[src/sv/fpwf_pkg.sv]
// Package for the fixed-partition worst-fit allocator.
// Holds sizes, codes, entry and result types shared across the modules.
`default_nettype none
package fpwf_pkg;

    localparam int PARTITIONS = 8;
    localparam int SIZE_BITS  = 16;
    localparam int IDX_W      = (PARTITIONS > 1) ? $clog2(PARTITIONS) : 1;
    localparam int CNT_W      = $clog2(PARTITIONS + 1);
    localparam int SUM_W      = SIZE_BITS + CNT_W;
    localparam int STATUS_W   = 4;
    localparam int TDATA_IN_W  = 32;
    localparam int TDATA_OUT_W = 104;

    typedef enum logic [1:0] {
        MODE_ADD    = 2'd0,
        MODE_INSERT = 2'd1,
        MODE_DELETE = 2'd2,
        MODE_REPORT = 2'd3
    } mode_t;

    typedef enum logic [STATUS_W-1:0] {
        ST_OK           = 4'd0,
        ST_NO_FREE      = 4'd1,
        ST_TOO_LARGE    = 4'd2,
        ST_INSUFFICIENT = 4'd3,
        ST_INT_FRAG     = 4'd4,
        ST_EXT_FRAG     = 4'd5,
        ST_NOT_FOUND    = 4'd6,
        ST_ZEROED       = 4'd7,
        ST_TABLE_FULL   = 4'd8
    } status_t;

    typedef enum logic [1:0] {
        S_IDLE,
        S_ADD,
        S_SCAN,
        S_FINISH
    } state_t;

    typedef struct packed {
        logic [SIZE_BITS-1:0] size;
        logic [SIZE_BITS-1:0] used;
        logic                 busy;
        logic [15:0]          owner;
    } entry_t;

    typedef struct packed {
        logic             we;
        logic [IDX_W-1:0] waddr;
        entry_t           wdata;
        logic             re;
        logic [IDX_W-1:0] raddr;
    } ram_req_t;

    typedef struct packed {
        status_t              status;
        logic [IDX_W-1:0]     idx;
        logic [SIZE_BITS-1:0] size;
        logic [SIZE_BITS-1:0] used;
        logic [15:0]          owner;
        logic                 valid;
        logic [SIZE_BITS-1:0] frag;
        logic [SIZE_BITS-1:0] unused;
        logic [SIZE_BITS-1:0] net;
        logic                 last;
    } result_t;

endpackage
`default_nettype wire

[src/sv/fixed_partition_worst_fit_allocator.sv]
// Top level of the fixed-partition worst-fit allocator.
// Instantiates fpwf_ram and fpwf_ctrl; depends on fpwf_pkg.
//
//  channel | direction | handshake            | payload
//  s_*     | in        | s_tvalid / s_tready  | s_tuser mode, s_tdata request, id
//  m_*     | out       | m_tvalid / m_tready  | m_tuser status, m_tdata row, m_tlast
//  cfg_*   | in        | cfg_wr_en            | cfg_wr_data total memory size
//
// Add records one partition; insert, delete and report read every partition in turn
// through the one-entry-per-cycle read port of the partition memory, whose read is
// registered; a report scan halts while its row waits for the output.
// Each output word waits while the output register holds a word not yet taken.
// Reset leaves no partitions and all memory unassigned; a register write does the same.
// One item is worked at a time; a new word is taken while the last result waits.
`default_nettype none
module fixed_partition_worst_fit_allocator (
    input  wire logic         clk,
    input  wire logic         rst_n,
    input  wire logic         s_tvalid,
    output logic              s_tready,
    input  wire logic [1:0]   s_tuser,   // mode
    input  wire logic [31:0]  s_tdata,   // request_size[15:0], pid[31:16]
    output logic              m_tvalid,
    input  wire logic         m_tready,
    output logic [3:0]        m_tuser,   // status
    // partition_index[2:0], partition_size[18:3], used_size[34:19], owner_pid[50:35],
    // owner_valid[51], frag[67:52], unused_space[83:68],
    // net_internal_frag[99:84], zero[103:100]
    output logic [103:0]      m_tdata,
    output logic              m_tlast,
    input  wire logic         cfg_wr_en,
    input  wire logic [15:0]  cfg_wr_data
);

    fpwf_pkg::ram_req_t ram_req;
    fpwf_pkg::entry_t   ram_rdata;
    fpwf_pkg::result_t  res;

    fpwf_ram u_ram (
        .clk   (clk),
        .req   (ram_req),
        .rdata (ram_rdata)
    );

    fpwf_ctrl u_ctrl (
        .clk       (clk),
        .rst_n     (rst_n),
        .in_valid  (s_tvalid),
        .in_ready  (s_tready),
        .in_mode   (s_tuser),
        .in_req    (s_tdata[15:0]),
        .in_pid    (s_tdata[31:16]),
        .cfg_we    (cfg_wr_en),
        .cfg_data  (cfg_wr_data),
        .ram_req   (ram_req),
        .ram_rdata (ram_rdata),
        .out_valid (m_tvalid),
        .out_ready (m_tready),
        .out_res   (res)
    );

    // Pack the result word
    assign m_tuser = res.status;
    assign m_tlast = res.last;
    assign m_tdata = {4'd0, res.net, res.unused, res.frag, res.valid,
                      res.owner, res.used, res.size, res.idx};

endmodule
`default_nettype wire

[src/sv/fpwf_ram.sv]
// Partition table memory: one write port, one read port, registered read.
// Depends on fpwf_pkg for the entry type.
`default_nettype none
module fpwf_ram (
    input  wire logic                clk,
    input  wire fpwf_pkg::ram_req_t  req,
    output fpwf_pkg::entry_t         rdata
);

    fpwf_pkg::entry_t mem [fpwf_pkg::PARTITIONS];

    // Write one entry
    always_ff @(posedge clk)
    begin
        if (req.we)
        begin
            mem[req.waddr] <= req.wdata;
        end
    end

    // Registered read; hold data when not enabled
    always_ff @(posedge clk)
    begin
        if (req.re)
        begin
            rdata <= mem[req.raddr];
        end
    end

endmodule
`default_nettype wire

[src/sv/fpwf_ctrl.sv]
// Allocator sequencer: scans the partition memory, decides, writes back,
// and holds the result word register. Depends on fpwf_pkg.
`default_nettype none
module fpwf_ctrl (
    input  wire logic                           clk,
    input  wire logic                           rst_n,
    input  wire logic                           in_valid,
    output logic                                in_ready,
    input  wire logic [1:0]                     in_mode,
    input  wire logic [fpwf_pkg::SIZE_BITS-1:0] in_req,
    input  wire logic [15:0]                    in_pid,
    input  wire logic                           cfg_we,
    input  wire logic [15:0]                    cfg_data,
    output fpwf_pkg::ram_req_t                  ram_req,
    input  wire fpwf_pkg::entry_t               ram_rdata,
    output logic                                out_valid,
    input  wire logic                           out_ready,
    output fpwf_pkg::result_t                   out_res
);

    localparam int SB = fpwf_pkg::SIZE_BITS;
    localparam int IW = fpwf_pkg::IDX_W;
    localparam int CW = fpwf_pkg::CNT_W;
    localparam int UW = fpwf_pkg::SUM_W;

    fpwf_pkg::state_t state_reg, state_next;
    fpwf_pkg::mode_t  mode_reg, mode_next;
    logic [SB-1:0] req_reg, req_next;
    logic [15:0]   pid_reg, pid_next;
    logic [15:0]   id_reg, id_next;
    logic [CW-1:0] count_reg, count_next;
    logic [SB-1:0] space_reg, space_next;
    logic [SB-1:0] largest_reg, largest_next;
    logic [15:0]   next_pid_reg, next_pid_next;
    logic [CW-1:0] issue_reg, issue_next;
    logic          dv_reg, dv_next;
    logic [IW-1:0] didx_reg, didx_next;
    logic          found_reg, found_next;
    logic [IW-1:0] best_reg, best_next;
    logic [SB-1:0] best_size_reg, best_size_next;
    logic          fit_reg, fit_next;
    logic [UW-1:0] sum_reg, sum_next;
    logic [UW-1:0] net_reg, net_next;
    logic          ov_reg, ov_next;
    fpwf_pkg::result_t res_reg, res_next;

    logic              out_free;
    logic              stall;
    logic              issue_more;
    logic              out_load;
    fpwf_pkg::result_t res_new;
    logic [SB-1:0]     ent_free;
    logic [SB-1:0]     rec_size;

    function automatic fpwf_pkg::result_t describe(fpwf_pkg::entry_t e, logic [IW-1:0] i);
        fpwf_pkg::result_t r;
        r        = '0;
        r.status = fpwf_pkg::ST_OK;
        r.idx    = i;
        r.size   = e.size;
        r.used   = e.used;
        r.valid  = e.busy;
        r.owner  = e.busy ? e.owner : 16'd0;
        r.frag   = e.busy ? (e.size - e.used) : '0;
        return r;
    endfunction

    assign out_free   = !ov_reg || out_ready;
    assign issue_more = issue_reg < count_reg;
    assign ent_free   = ram_rdata.size - ram_rdata.used;
    assign stall      = (state_reg == fpwf_pkg::S_SCAN) && dv_reg
                        && (mode_reg == fpwf_pkg::MODE_REPORT)
                        && (ram_rdata.size != '0) && !out_free;
    assign rec_size   = (req_reg > space_reg) ? '0 : req_reg;

    // Next state
    always_comb
    begin
        state_next = state_reg;
        unique case (state_reg)
            fpwf_pkg::S_IDLE:
            begin
                if (in_valid)
                begin
                    state_next = (fpwf_pkg::mode_t'(in_mode) == fpwf_pkg::MODE_ADD)
                                 ? fpwf_pkg::S_ADD : fpwf_pkg::S_SCAN;
                end
            end
            fpwf_pkg::S_ADD:
            begin
                if (out_free)
                begin
                    state_next = fpwf_pkg::S_IDLE;
                end
            end
            fpwf_pkg::S_SCAN:
            begin
                if (!issue_more && !dv_reg)
                begin
                    state_next = fpwf_pkg::S_FINISH;
                end
            end
            fpwf_pkg::S_FINISH:
            begin
                if (out_free)
                begin
                    state_next = fpwf_pkg::S_IDLE;
                end
            end
            default: state_next = fpwf_pkg::S_IDLE;
        endcase
    end

    // Datapath, memory access and result words
    always_comb
    begin
        in_ready       = (state_reg == fpwf_pkg::S_IDLE);
        mode_next      = mode_reg;
        req_next       = req_reg;
        pid_next       = pid_reg;
        id_next        = id_reg;
        count_next     = count_reg;
        space_next     = space_reg;
        largest_next   = largest_reg;
        next_pid_next  = next_pid_reg;
        issue_next     = issue_reg;
        dv_next        = dv_reg;
        didx_next      = didx_reg;
        found_next     = found_reg;
        best_next      = best_reg;
        best_size_next = best_size_reg;
        fit_next       = fit_reg;
        sum_next       = sum_reg;
        net_next       = net_reg;
        ram_req        = '0;
        out_load       = 1'b0;
        res_new        = '0;
        res_new.status = fpwf_pkg::ST_OK;
        res_new.unused = space_reg;
        res_new.last   = 1'b1;

        unique case (state_reg)
            fpwf_pkg::S_IDLE:
            begin
                // Latch the item and clear the scan state
                if (in_valid)
                begin
                    mode_next  = fpwf_pkg::mode_t'(in_mode);
                    req_next   = in_req;
                    pid_next   = in_pid;
                    issue_next = '0;
                    dv_next    = 1'b0;
                    found_next = 1'b0;
                    best_next  = '0;
                    best_size_next = '0;
                    fit_next   = 1'b0;
                    sum_next   = '0;
                    net_next   = '0;
                    if (fpwf_pkg::mode_t'(in_mode) == fpwf_pkg::MODE_INSERT)
                    begin
                        id_next       = next_pid_reg;
                        next_pid_next = next_pid_reg + 16'd1;
                    end
                end
            end
            fpwf_pkg::S_ADD:
            begin
                // Record the next partition
                if (out_free)
                begin
                    out_load = 1'b1;
                    if (count_reg >= CW'(fpwf_pkg::PARTITIONS))
                    begin
                        res_new.status = fpwf_pkg::ST_TABLE_FULL;
                    end
                    else
                    begin
                        ram_req.we    = 1'b1;
                        ram_req.waddr = count_reg[IW-1:0];
                        ram_req.wdata = '{size: rec_size, used: '0, busy: 1'b0, owner: '0};
                        count_next    = count_reg + CW'(1);
                        space_next    = space_reg - rec_size;
                        if (rec_size > largest_reg)
                        begin
                            largest_next = rec_size;
                        end
                        res_new.status = (req_reg > space_reg) ? fpwf_pkg::ST_ZEROED
                                                               : fpwf_pkg::ST_OK;
                        res_new.idx    = count_reg[IW-1:0];
                        res_new.size   = rec_size;
                        res_new.unused = space_reg - rec_size;
                    end
                end
            end
            fpwf_pkg::S_SCAN:
            begin
                if (!stall)
                begin
                    // Advance the read pointer
                    ram_req.re    = issue_more;
                    ram_req.raddr = issue_reg[IW-1:0];
                    issue_next    = issue_reg + (issue_more ? CW'(1) : CW'(0));
                    dv_next       = issue_more;
                    didx_next     = issue_reg[IW-1:0];
                    // Evaluate the entry returned by the registered read
                    if (dv_reg)
                    begin
                        case (mode_reg)
                            fpwf_pkg::MODE_INSERT:
                            begin
                                if (!ram_rdata.busy &&
                                    (!found_reg || ram_rdata.size > best_size_reg))
                                begin
                                    found_next     = 1'b1;
                                    best_next      = didx_reg;
                                    best_size_next = ram_rdata.size;
                                end
                                if (!fit_reg)
                                begin
                                    sum_next = sum_reg + UW'(ent_free);
                                    if (ent_free >= req_reg)
                                    begin
                                        fit_next = 1'b1;
                                    end
                                end
                            end
                            fpwf_pkg::MODE_DELETE:
                            begin
                                if (!found_reg && ram_rdata.busy && ram_rdata.owner == pid_reg)
                                begin
                                    found_next     = 1'b1;
                                    best_next      = didx_reg;
                                    best_size_next = ram_rdata.size;
                                end
                            end
                            fpwf_pkg::MODE_REPORT:
                            begin
                                if (ram_rdata.size != '0)
                                begin
                                    out_load       = 1'b1;
                                    res_new        = describe(ram_rdata, didx_reg);
                                    res_new.unused = space_reg;
                                    res_new.last   = 1'b0;
                                    if (ram_rdata.busy)
                                    begin
                                        net_next = net_reg + UW'(ent_free);
                                    end
                                end
                            end
                            default:
                            begin
                            end
                        endcase
                    end
                end
            end
            fpwf_pkg::S_FINISH:
            begin
                // Write back an insert or delete and give the final word
                if (out_free)
                begin
                    out_load = 1'b1;
                    case (mode_reg)
                        fpwf_pkg::MODE_INSERT:
                        begin
                            res_new.owner = id_reg;
                            if (!found_reg || best_size_reg == '0)
                            begin
                                res_new.status = fpwf_pkg::ST_NO_FREE;
                            end
                            else if (req_reg > best_size_reg)
                            begin
                                if (req_reg > largest_reg)
                                begin
                                    res_new.status = fpwf_pkg::ST_TOO_LARGE;
                                end
                                else if (UW'(req_reg) > sum_reg)
                                begin
                                    res_new.status = fpwf_pkg::ST_INSUFFICIENT;
                                end
                                else if (fit_reg)
                                begin
                                    res_new.status = fpwf_pkg::ST_INT_FRAG;
                                end
                                else
                                begin
                                    res_new.status = fpwf_pkg::ST_EXT_FRAG;
                                end
                            end
                            else
                            begin
                                ram_req.we    = 1'b1;
                                ram_req.waddr = best_reg;
                                ram_req.wdata = '{size: best_size_reg, used: req_reg,
                                                  busy: 1'b1, owner: id_reg};
                                res_new.idx   = best_reg;
                                res_new.size  = best_size_reg;
                                res_new.used  = req_reg;
                                res_new.valid = 1'b1;
                                res_new.frag  = best_size_reg - req_reg;
                            end
                        end
                        fpwf_pkg::MODE_DELETE:
                        begin
                            res_new.owner = pid_reg;
                            if (found_reg)
                            begin
                                ram_req.we    = 1'b1;
                                ram_req.waddr = best_reg;
                                ram_req.wdata = '{size: best_size_reg, used: '0,
                                                  busy: 1'b0, owner: '0};
                                res_new.idx   = best_reg;
                                res_new.size  = best_size_reg;
                            end
                            else
                            begin
                                res_new.status = fpwf_pkg::ST_NOT_FOUND;
                            end
                        end
                        default:
                        begin
                            // Summary word, net fragment saturates
                            res_new.net = (net_reg > UW'({SB{1'b1}})) ? {SB{1'b1}}
                                                                       : net_reg[SB-1:0];
                        end
                    endcase
                end
            end
            default:
            begin
            end
        endcase

        // Register write restarts the allocator
        if (cfg_we)
        begin
            count_next    = '0;
            space_next    = cfg_data[SB-1:0];
            largest_next  = '0;
            next_pid_next = '0;
        end
    end

    assign ov_next  = out_load ? 1'b1 : (out_ready ? 1'b0 : ov_reg);
    assign res_next = out_load ? res_new : res_reg;

    assign out_valid = ov_reg;
    assign out_res   = res_reg;

    // Control state
    always_ff @(posedge clk or negedge rst_n)
    begin
        if (!rst_n)
        begin
            state_reg    <= fpwf_pkg::S_IDLE;
            count_reg    <= '0;
            space_reg    <= {SB{1'b1}};
            largest_reg  <= '0;
            next_pid_reg <= '0;
            dv_reg       <= 1'b0;
            ov_reg       <= 1'b0;
        end
        else
        begin
            state_reg    <= state_next;
            count_reg    <= count_next;
            space_reg    <= space_next;
            largest_reg  <= largest_next;
            next_pid_reg <= next_pid_next;
            dv_reg       <= dv_next;
            ov_reg       <= ov_next;
        end
    end

    // Item and scan payload
    always_ff @(posedge clk)
    begin
        mode_reg      <= mode_next;
        req_reg       <= req_next;
        pid_reg       <= pid_next;
        id_reg        <= id_next;
        issue_reg     <= issue_next;
        didx_reg      <= didx_next;
        found_reg     <= found_next;
        best_reg      <= best_next;
        best_size_reg <= best_size_next;
        fit_reg       <= fit_next;
        sum_reg       <= sum_next;
        net_reg       <= net_next;
        res_reg       <= res_next;
    end

endmodule
`default_nettype wire

[config.mk]
export PLATFORM = sky130hd
export DESIGN_NAME = fixed_partition_worst_fit_allocator
export DESIGN_NICKNAME = d
export VERILOG_FILES = /design/src/sv/fpwf_pkg.sv /design/src/sv/fixed_partition_worst_fit_allocator.sv /design/src/sv/fpwf_ram.sv /design/src/sv/fpwf_ctrl.sv
export SDC_FILE = /design/constraint.sdc
export NUM_CORES = 1
export LEC_CHECK = 0
export ABC_CLOCK_PERIOD_IN_PS = 7500
export BUFFER_PORTS_ARGS = -buffer_cell sky130_fd_sc_hd__buf_2
export CORE_ASPECT_RATIO = 1.2
export CORE_MARGIN = 4
export CORE_UTILIZATION = 25
export CTS_BUF_LIST = sky130_fd_sc_hd__clkbuf_4 sky130_fd_sc_hd__clkbuf_8
export DETAILED_ROUTE_END_ITERATION = 10
export HOLD_SLACK_MARGIN = 0.12
export MAX_ROUTING_LAYER = met4
export PLACE_DENSITY_LB_ADDON = 0.05
export SYNTH_ARGS = -nofsm -noshare
export SYNTH_HDL_FRONTEND = slang
export SYNTH_HIERARCHICAL = 1
export SYNTH_SLANG_ARGS = --single-unit
[constraint.sdc]
create_clock -name clk -period 7.5 [get_ports clk]
set_input_delay 1.5 -clock clk [delete_from_list [all_inputs] [get_ports clk]]
set_output_delay 1.5 -clock clk [all_outputs]
set_load 0.05 [all_outputs]
==> metrics, run 1 <==
final worst-path setup slack=2110 ps; Nets=approximately 2800; CP Launch Type=flop; Synth Cell Area=33700 um2; status=finished clean; Yosys top cell area share=approximately 59%; vias in the first global route=21600; worst path required time=8070 ps; die width=roughly 340 um; H-tree Lvls=4; Min Hold Slack=467 ps; DR WL/cell=23.8 um; most common flop cell mapped by yosys=edfxtp_1; chip height=410 um; # Max-Cap Violations=0; final WL=106000 um; Post-DP HPWL=71200 um; Syn Inst Count=~2300; Crit Path Max Fanout=16; Worst Setup End Kind=flop; Die ar.=141000 um2; Sw Pwr=about 7.4 mW; syn_area_per_cell=14.7 um2; core area=134000 um2; Seq cells post-synth=720; # setup viols final=0; ratio of cells with drive above 1 in the final layout=23.7%; Comb pwr share=45.2%; Post-CTS Setup Bufs=0; Via density=4.56; Cell Int Power=10.6 mW; worst min-delay path class=reg -> reg; CTS tree=yes; gpl congestion=0.781; clk sinks=720; leakage=14.5 nW; Remaining DRCs=0; Rows=roughly 150; Cell variety after synth=71; DRT antenna net count=0; Post-synth ARST share=7.78%; first-pass GRT wire length=152000 um; IO buf count=161; Biggest register=u_ram/mem; setup tns final=0 ps; DR vias=20300; Rel. slew slack=28.9%; Peak VDD IR=201 uV; Largest register FFs=~390; part of the power in registers=about a third; CTS root buf=clkbuf_8; final-report hold violation count=0; Longest Clk Path Bufs=3; Starting Density=25.2%; kind of critical path=reg -> reg; Total GRT Usage=15.5%; CP Data Arrival Time=~6000 ps; top cell type by total area after synthesis=edfxtp_1; Slew Limit Fails=0; Post-synth EDFFs=664; cts bufs inserted=132; IO Count=166; fmax=around 190 MHz; clk_lat worst skew=between 800 and 900 ps; Slew @ Worst Pin=1070 ps; GRT overflow=0; clock power share=a little over a fifth; synth cell count leaders=edfxtp_1, ha_1, nor2_1; initial antenna violation count=5; Sw Ratio=41.2%; Post-Place Setup Slack=roughly 2000 ps; clock skew=38.0 ps; initial detailed-routing violation count=1159; Reg clk slew, reported paths=60 ps; Area growth syn-to-layout=17.5%; PD cells=455 nW/um2; Seq/Total Area, Yosys=63.3%; synth top area cells=edfxtp_1, ha_1, mux4_2, dfrtp_1, mux2_2; CTS resizes=0; Tcrit/Tclk final=71.9%; Period minus WS final=5390 ps; largest net degree at the start of global routing=99; most common cell in the netlist=edfxtp_1; hold-fix buffers at CTS=0; Core Util, Final=between 20% and 30%; Synth Warn #=6; drt pass-1 iters=8; RSZ-0062 raised after global routing=no
-- worst max-delay path, cell delays in order, from the launching register on --
cell	delay [ps]
edfxtp_1	660
ha_1	430
nand4_1	140
or3_1	400
o221ai_1	340
nand2_1	490
nand2_1	340
ha_1	270
nor2b_1	140
o31a_1	270
o31ai_1	370
a31oi_1	220
a41oi_1	320
a21oi_1	130
xnor2_1	150
and3_1	200
or2_2	270
-- power by group through the flow --
stage / registers [mW] / clock network, mW / logic (mW)
6_report: 6.03 / 3.84 / 8.15
5_1_grt: 6.11 / 4.22 / 9.02
4_1_cts: 6.05 / 4.03 / 8.31
3_5_place_dp: 6.12 / 0 / 8.27
3_3_place_gp: 6.12 / 0 / 8.22
2_1_floorplan: 6.66 / 0 / 5.21
-- cells in the final DEF (no fill, tap or decap), types with 32 or more instances in the layout --
cell type and instances:
clkbuf_4 48, buf_2 161, o21ai_0 77, a22o_1 37
and2_1 56, nand3_1 32, clkbuf_8 138, xnor2_1 46
edfxtp_1 664, nor2_1 151, a21oi_1 70, dfrtp_1 40
nand2_1 103, ha_1 185, mux2_2 64, buf_4 39
mux4_2 98, a21o_1 68, inv_1 149, xor2_1 55
-- per-stage QoR --
step / total power [mW] / area, um2 / std cells
2_1_floorplan: 11.9 / 33700 / 2301
3_3_place_gp: 14.3 / 36900 / 4218
3_5_place_dp: 14.4 / 36900 / 4218
4_1_cts: 18.4 / 39600 / 4455
5_1_grt: 19.3 / 39600 / 4457
6_report: 18.0 / 39600 / 4457
-- final cells by class --
| cell class | instances | area, um2 |
|---|---|---|
| fill | 13600 | 94300 |
| sequential | 720 | 21400 |
| multi-input combinational | 1353 | 11600 |
| clock buffer | 186 | 2260 |
| tap | 1788 | 2240 |
| timing repair buffer | 206 | 1220 |
| inverter | 151 | 567 |
| clock inverter | 51 | 415 |
| antenna | 2 | 5.00 |
-- logic make-up after synthesis --
group / count (synthesis) / share of synthesized area, %
compound gates: 380 / 7.68
xor+xnor: 101 / 2.62
fa+ha+maj: 190 / 7.16
buf+inv: 228 / 2.82
flops: 720 / 63.3
mux: 180 / 9.21
other cells: 1 / 0.0111
simple gates: 498 / 7.16
-- metal layers --
layer  wire [um]  global-route usage (%)  up-vias
met5           0                       -        -
met4        3180                    5.45        0
met3        3820                    2.58      152
met2       53000                    25.8      453
met1       46100                    19.0    10400
li1            -                       -     9315
-- worst paths after layout --
kind	slack, ps	startpoint	cells after the start	endpoint
max	2110	u_ctrl/req_reg[11]	16	u_ctrl/out_res[32]
min reg2reg	470	u_ctrl/next_pid_reg[15]	0	u_ctrl/id_reg[15]
max reg2reg	2110	u_ctrl/req_reg[11]	16	u_ctrl/out_res[32]
max in group asynchronous	6040	rst_n	2	u_ctrl/next_pid_reg[11]
min	470	u_ctrl/next_pid_reg[15]	0	u_ctrl/id_reg[15]
min in group asynchronous	870	rst_n	2	u_ctrl/largest_reg[6]
Power figures use the tool's default switching activity.
==> run 2: changes to the inputs <==
ABC_CLOCK_PERIOD_IN_PS = 5300   (was 7500)
clock period = 5.3 ns   (was 7.5 ns; I/O delays follow)
==> metrics, run 2 (synthesized netlist as in run 1, its figures left out) <==
RSZ-0062 raised after global routing=no; Longest Clk Path Bufs=3; status=finished clean; initial antenna violation count=11; Starting Density=25.2%; Tcrit/Tclk final=92.6%; crit-path cells=inv_1 > ha_1 > nor2b_1 > o21ai_0 > nand2b_1 > a21oi_1 > o221ai_1 > nand2_1 > buf_4 > nand2_1 > ha_1 > o21a_1 > o31a_1 > o31ai_1 > a31oi_1 > a41oi_1 > a21oi_1 > xnor2_1 > and3_1 > or2_2; clock skew=around 43 ps; drt pass-1 iters=5; final WL=around 110000 um; Critical Path Max Stage Delay=560 ps; Total GRT Usage=15.6%; chip height=410 um; crit path max-delay cell type=dfstp_2; gpl congestion=0.825; ratio of cells with drive above 1 in the final layout=about a quarter; WP buf/inv=2; # Max-Cap Violations=0; CTS resizes=0; Worst Setup End Kind=flop; PD cells=639 nW/um2; Die ar.=141000 um2; Period minus WS final=4910 ps; Post-Place Setup Slack=approximately 340 ps; Area growth syn-to-layout=18.3%; H-tree Lvls=4; DR vias=approximately 20000; fmax=204 MHz; initial detailed-routing violation count=1099; CTS root buf=clkbuf_8; core area=134000 um2; vias in the first global route=22000; Slew Limit Fails=0; die width=between 300 and 400 um; post-layout power=25.5 mW; most common cell after layout, fill and taps aside=edfxtp_1; clk sinks=720; Rel. slew slack=between 20 and 25%; worst min-delay path class=in -> async; CTS tree=yes; final-report hold violation count=0; DR WL/cell=between 20 and 25 um; clk_lat worst skew=between 800 and 900 ps; commonest cells after routing, fill and taps aside=edfxtp_1, ha_1, buf_2, nor2_1, inv_1; Via density=4.56; Rows=147; Peak VDD IR=roughly 230 uV; leakage=between 10 and 15 nW; Nets=2844; DRT antenna net count=0; cts bufs inserted=130; IO buf count=161; Core Util, Final=29.8%; Largest delay share family, worst path=compound AO/OA/AOI/OAI gates; hold-fix buffers at CTS=0; Largest register FFs=392; largest net degree at the start of global routing=61; Crit Path Max Fanout=12; CP Data Arrival Time=5500 ps; Reg clk slew, reported paths=60 ps; Biggest register=u_ram/mem; worst path required time=5890 ps; Slew @ Worst Pin=1170 ps; Remaining DRCs=0; IO Count=166; first-pass GRT wire length=154000 um; final worst-path setup slack=~390 ps; Post-CTS Setup Bufs=0; # setup viols final=0; kind of critical path=reg -> reg; GRT overflow=0; CP Launch Type=flop; Post-DP HPWL=73100 um
[run 2: cell count changes in the layout (fill, tap and decap cells not counted), sizes merged]
cell	delta
buf	+37
inv	+1
diode	+3
clkinvlp	-1
clkbuf	-12
clkinv	+3
bufinv	-1
[run 2: worst paths after layout]
| kind | startpoint | end | slack, ps | cells after the start |
|---|---|---|---|---|
| worst max-delay path | u_ctrl/space_reg[1] | u_ctrl/out_res[32] | 390 | 20 |
| max in group asynchronous | rst_n | u_ctrl/count_reg[1] | 4040 | 2 |
| worst min-delay path | rst_n | u_ctrl/largest_reg[6] | 260 | 1 |
| min in group clk | s_tdata[2] | u_ctrl/req_reg[2] | 400 | 1 |
| worst max register to register | u_ctrl/space_reg[1] | u_ctrl/out_res[32] | 390 | 20 |
| worst min register to register | u_ctrl/next_pid_reg[15] | u_ctrl/id_reg[15] | 490 | 0 |
[run 2: power breakdown]
part	internal, mW	switching [mW]
clock network	2.85	2.43
logic	4.46	7.31
registers	7.78	0.689
[run 2: worst register-to-register path: cells and delay by family (launching register included)]
| family | cells | cell delay, ps |
|---|---|---|
| XOR/XNOR | 1 | 160 |
| flip-flops | 1 | 560 |
| AO/OA/AOI/OAI | 9 | 1940 |
| buffers and inverters | 2 | 310 |
| AND/OR/NAND/NOR | 6 | 1080 |
| adder cells (fa/ha/maj) | 2 | 630 |
[run 2: layer usage]
layer	up-vias	GRT usage [%]	wire length (um)
li1	9394	-	-
met1	10400	19.2	46400
met5	-	-	0
met4	0	5.83	3680
met3	187	2.94	4630
met2	483	25.6	52000
[run 2: layout make-up]
| type | instances | area, um2 |
|---|---|---|
| antenna | 5 | 12.5 |
| clock buffer | 174 | 2200 |
| clock inverter | 53 | 353 |
| fill | 13600 | 94000 |
| inverter | 151 | 567 |
| multi-input combinational | 1353 | 11500 |
| sequential | 720 | 21400 |
| tap | 1788 | 2240 |
| timing repair buffer | 243 | 1650 |
[run 2: per-stage QoR]
step           instances  instance area [um2]  hold slack, ps  setup TNS, ps
2_1_floorplan       2301                33800             444        -131000
3_3_place_gp        4255                37300             474              0
3_5_place_dp        4255                37300             458              0
4_1_cts             4482                39900             158              0
5_1_grt             4486                39900             209              0
6_report            4487                39900             260              0
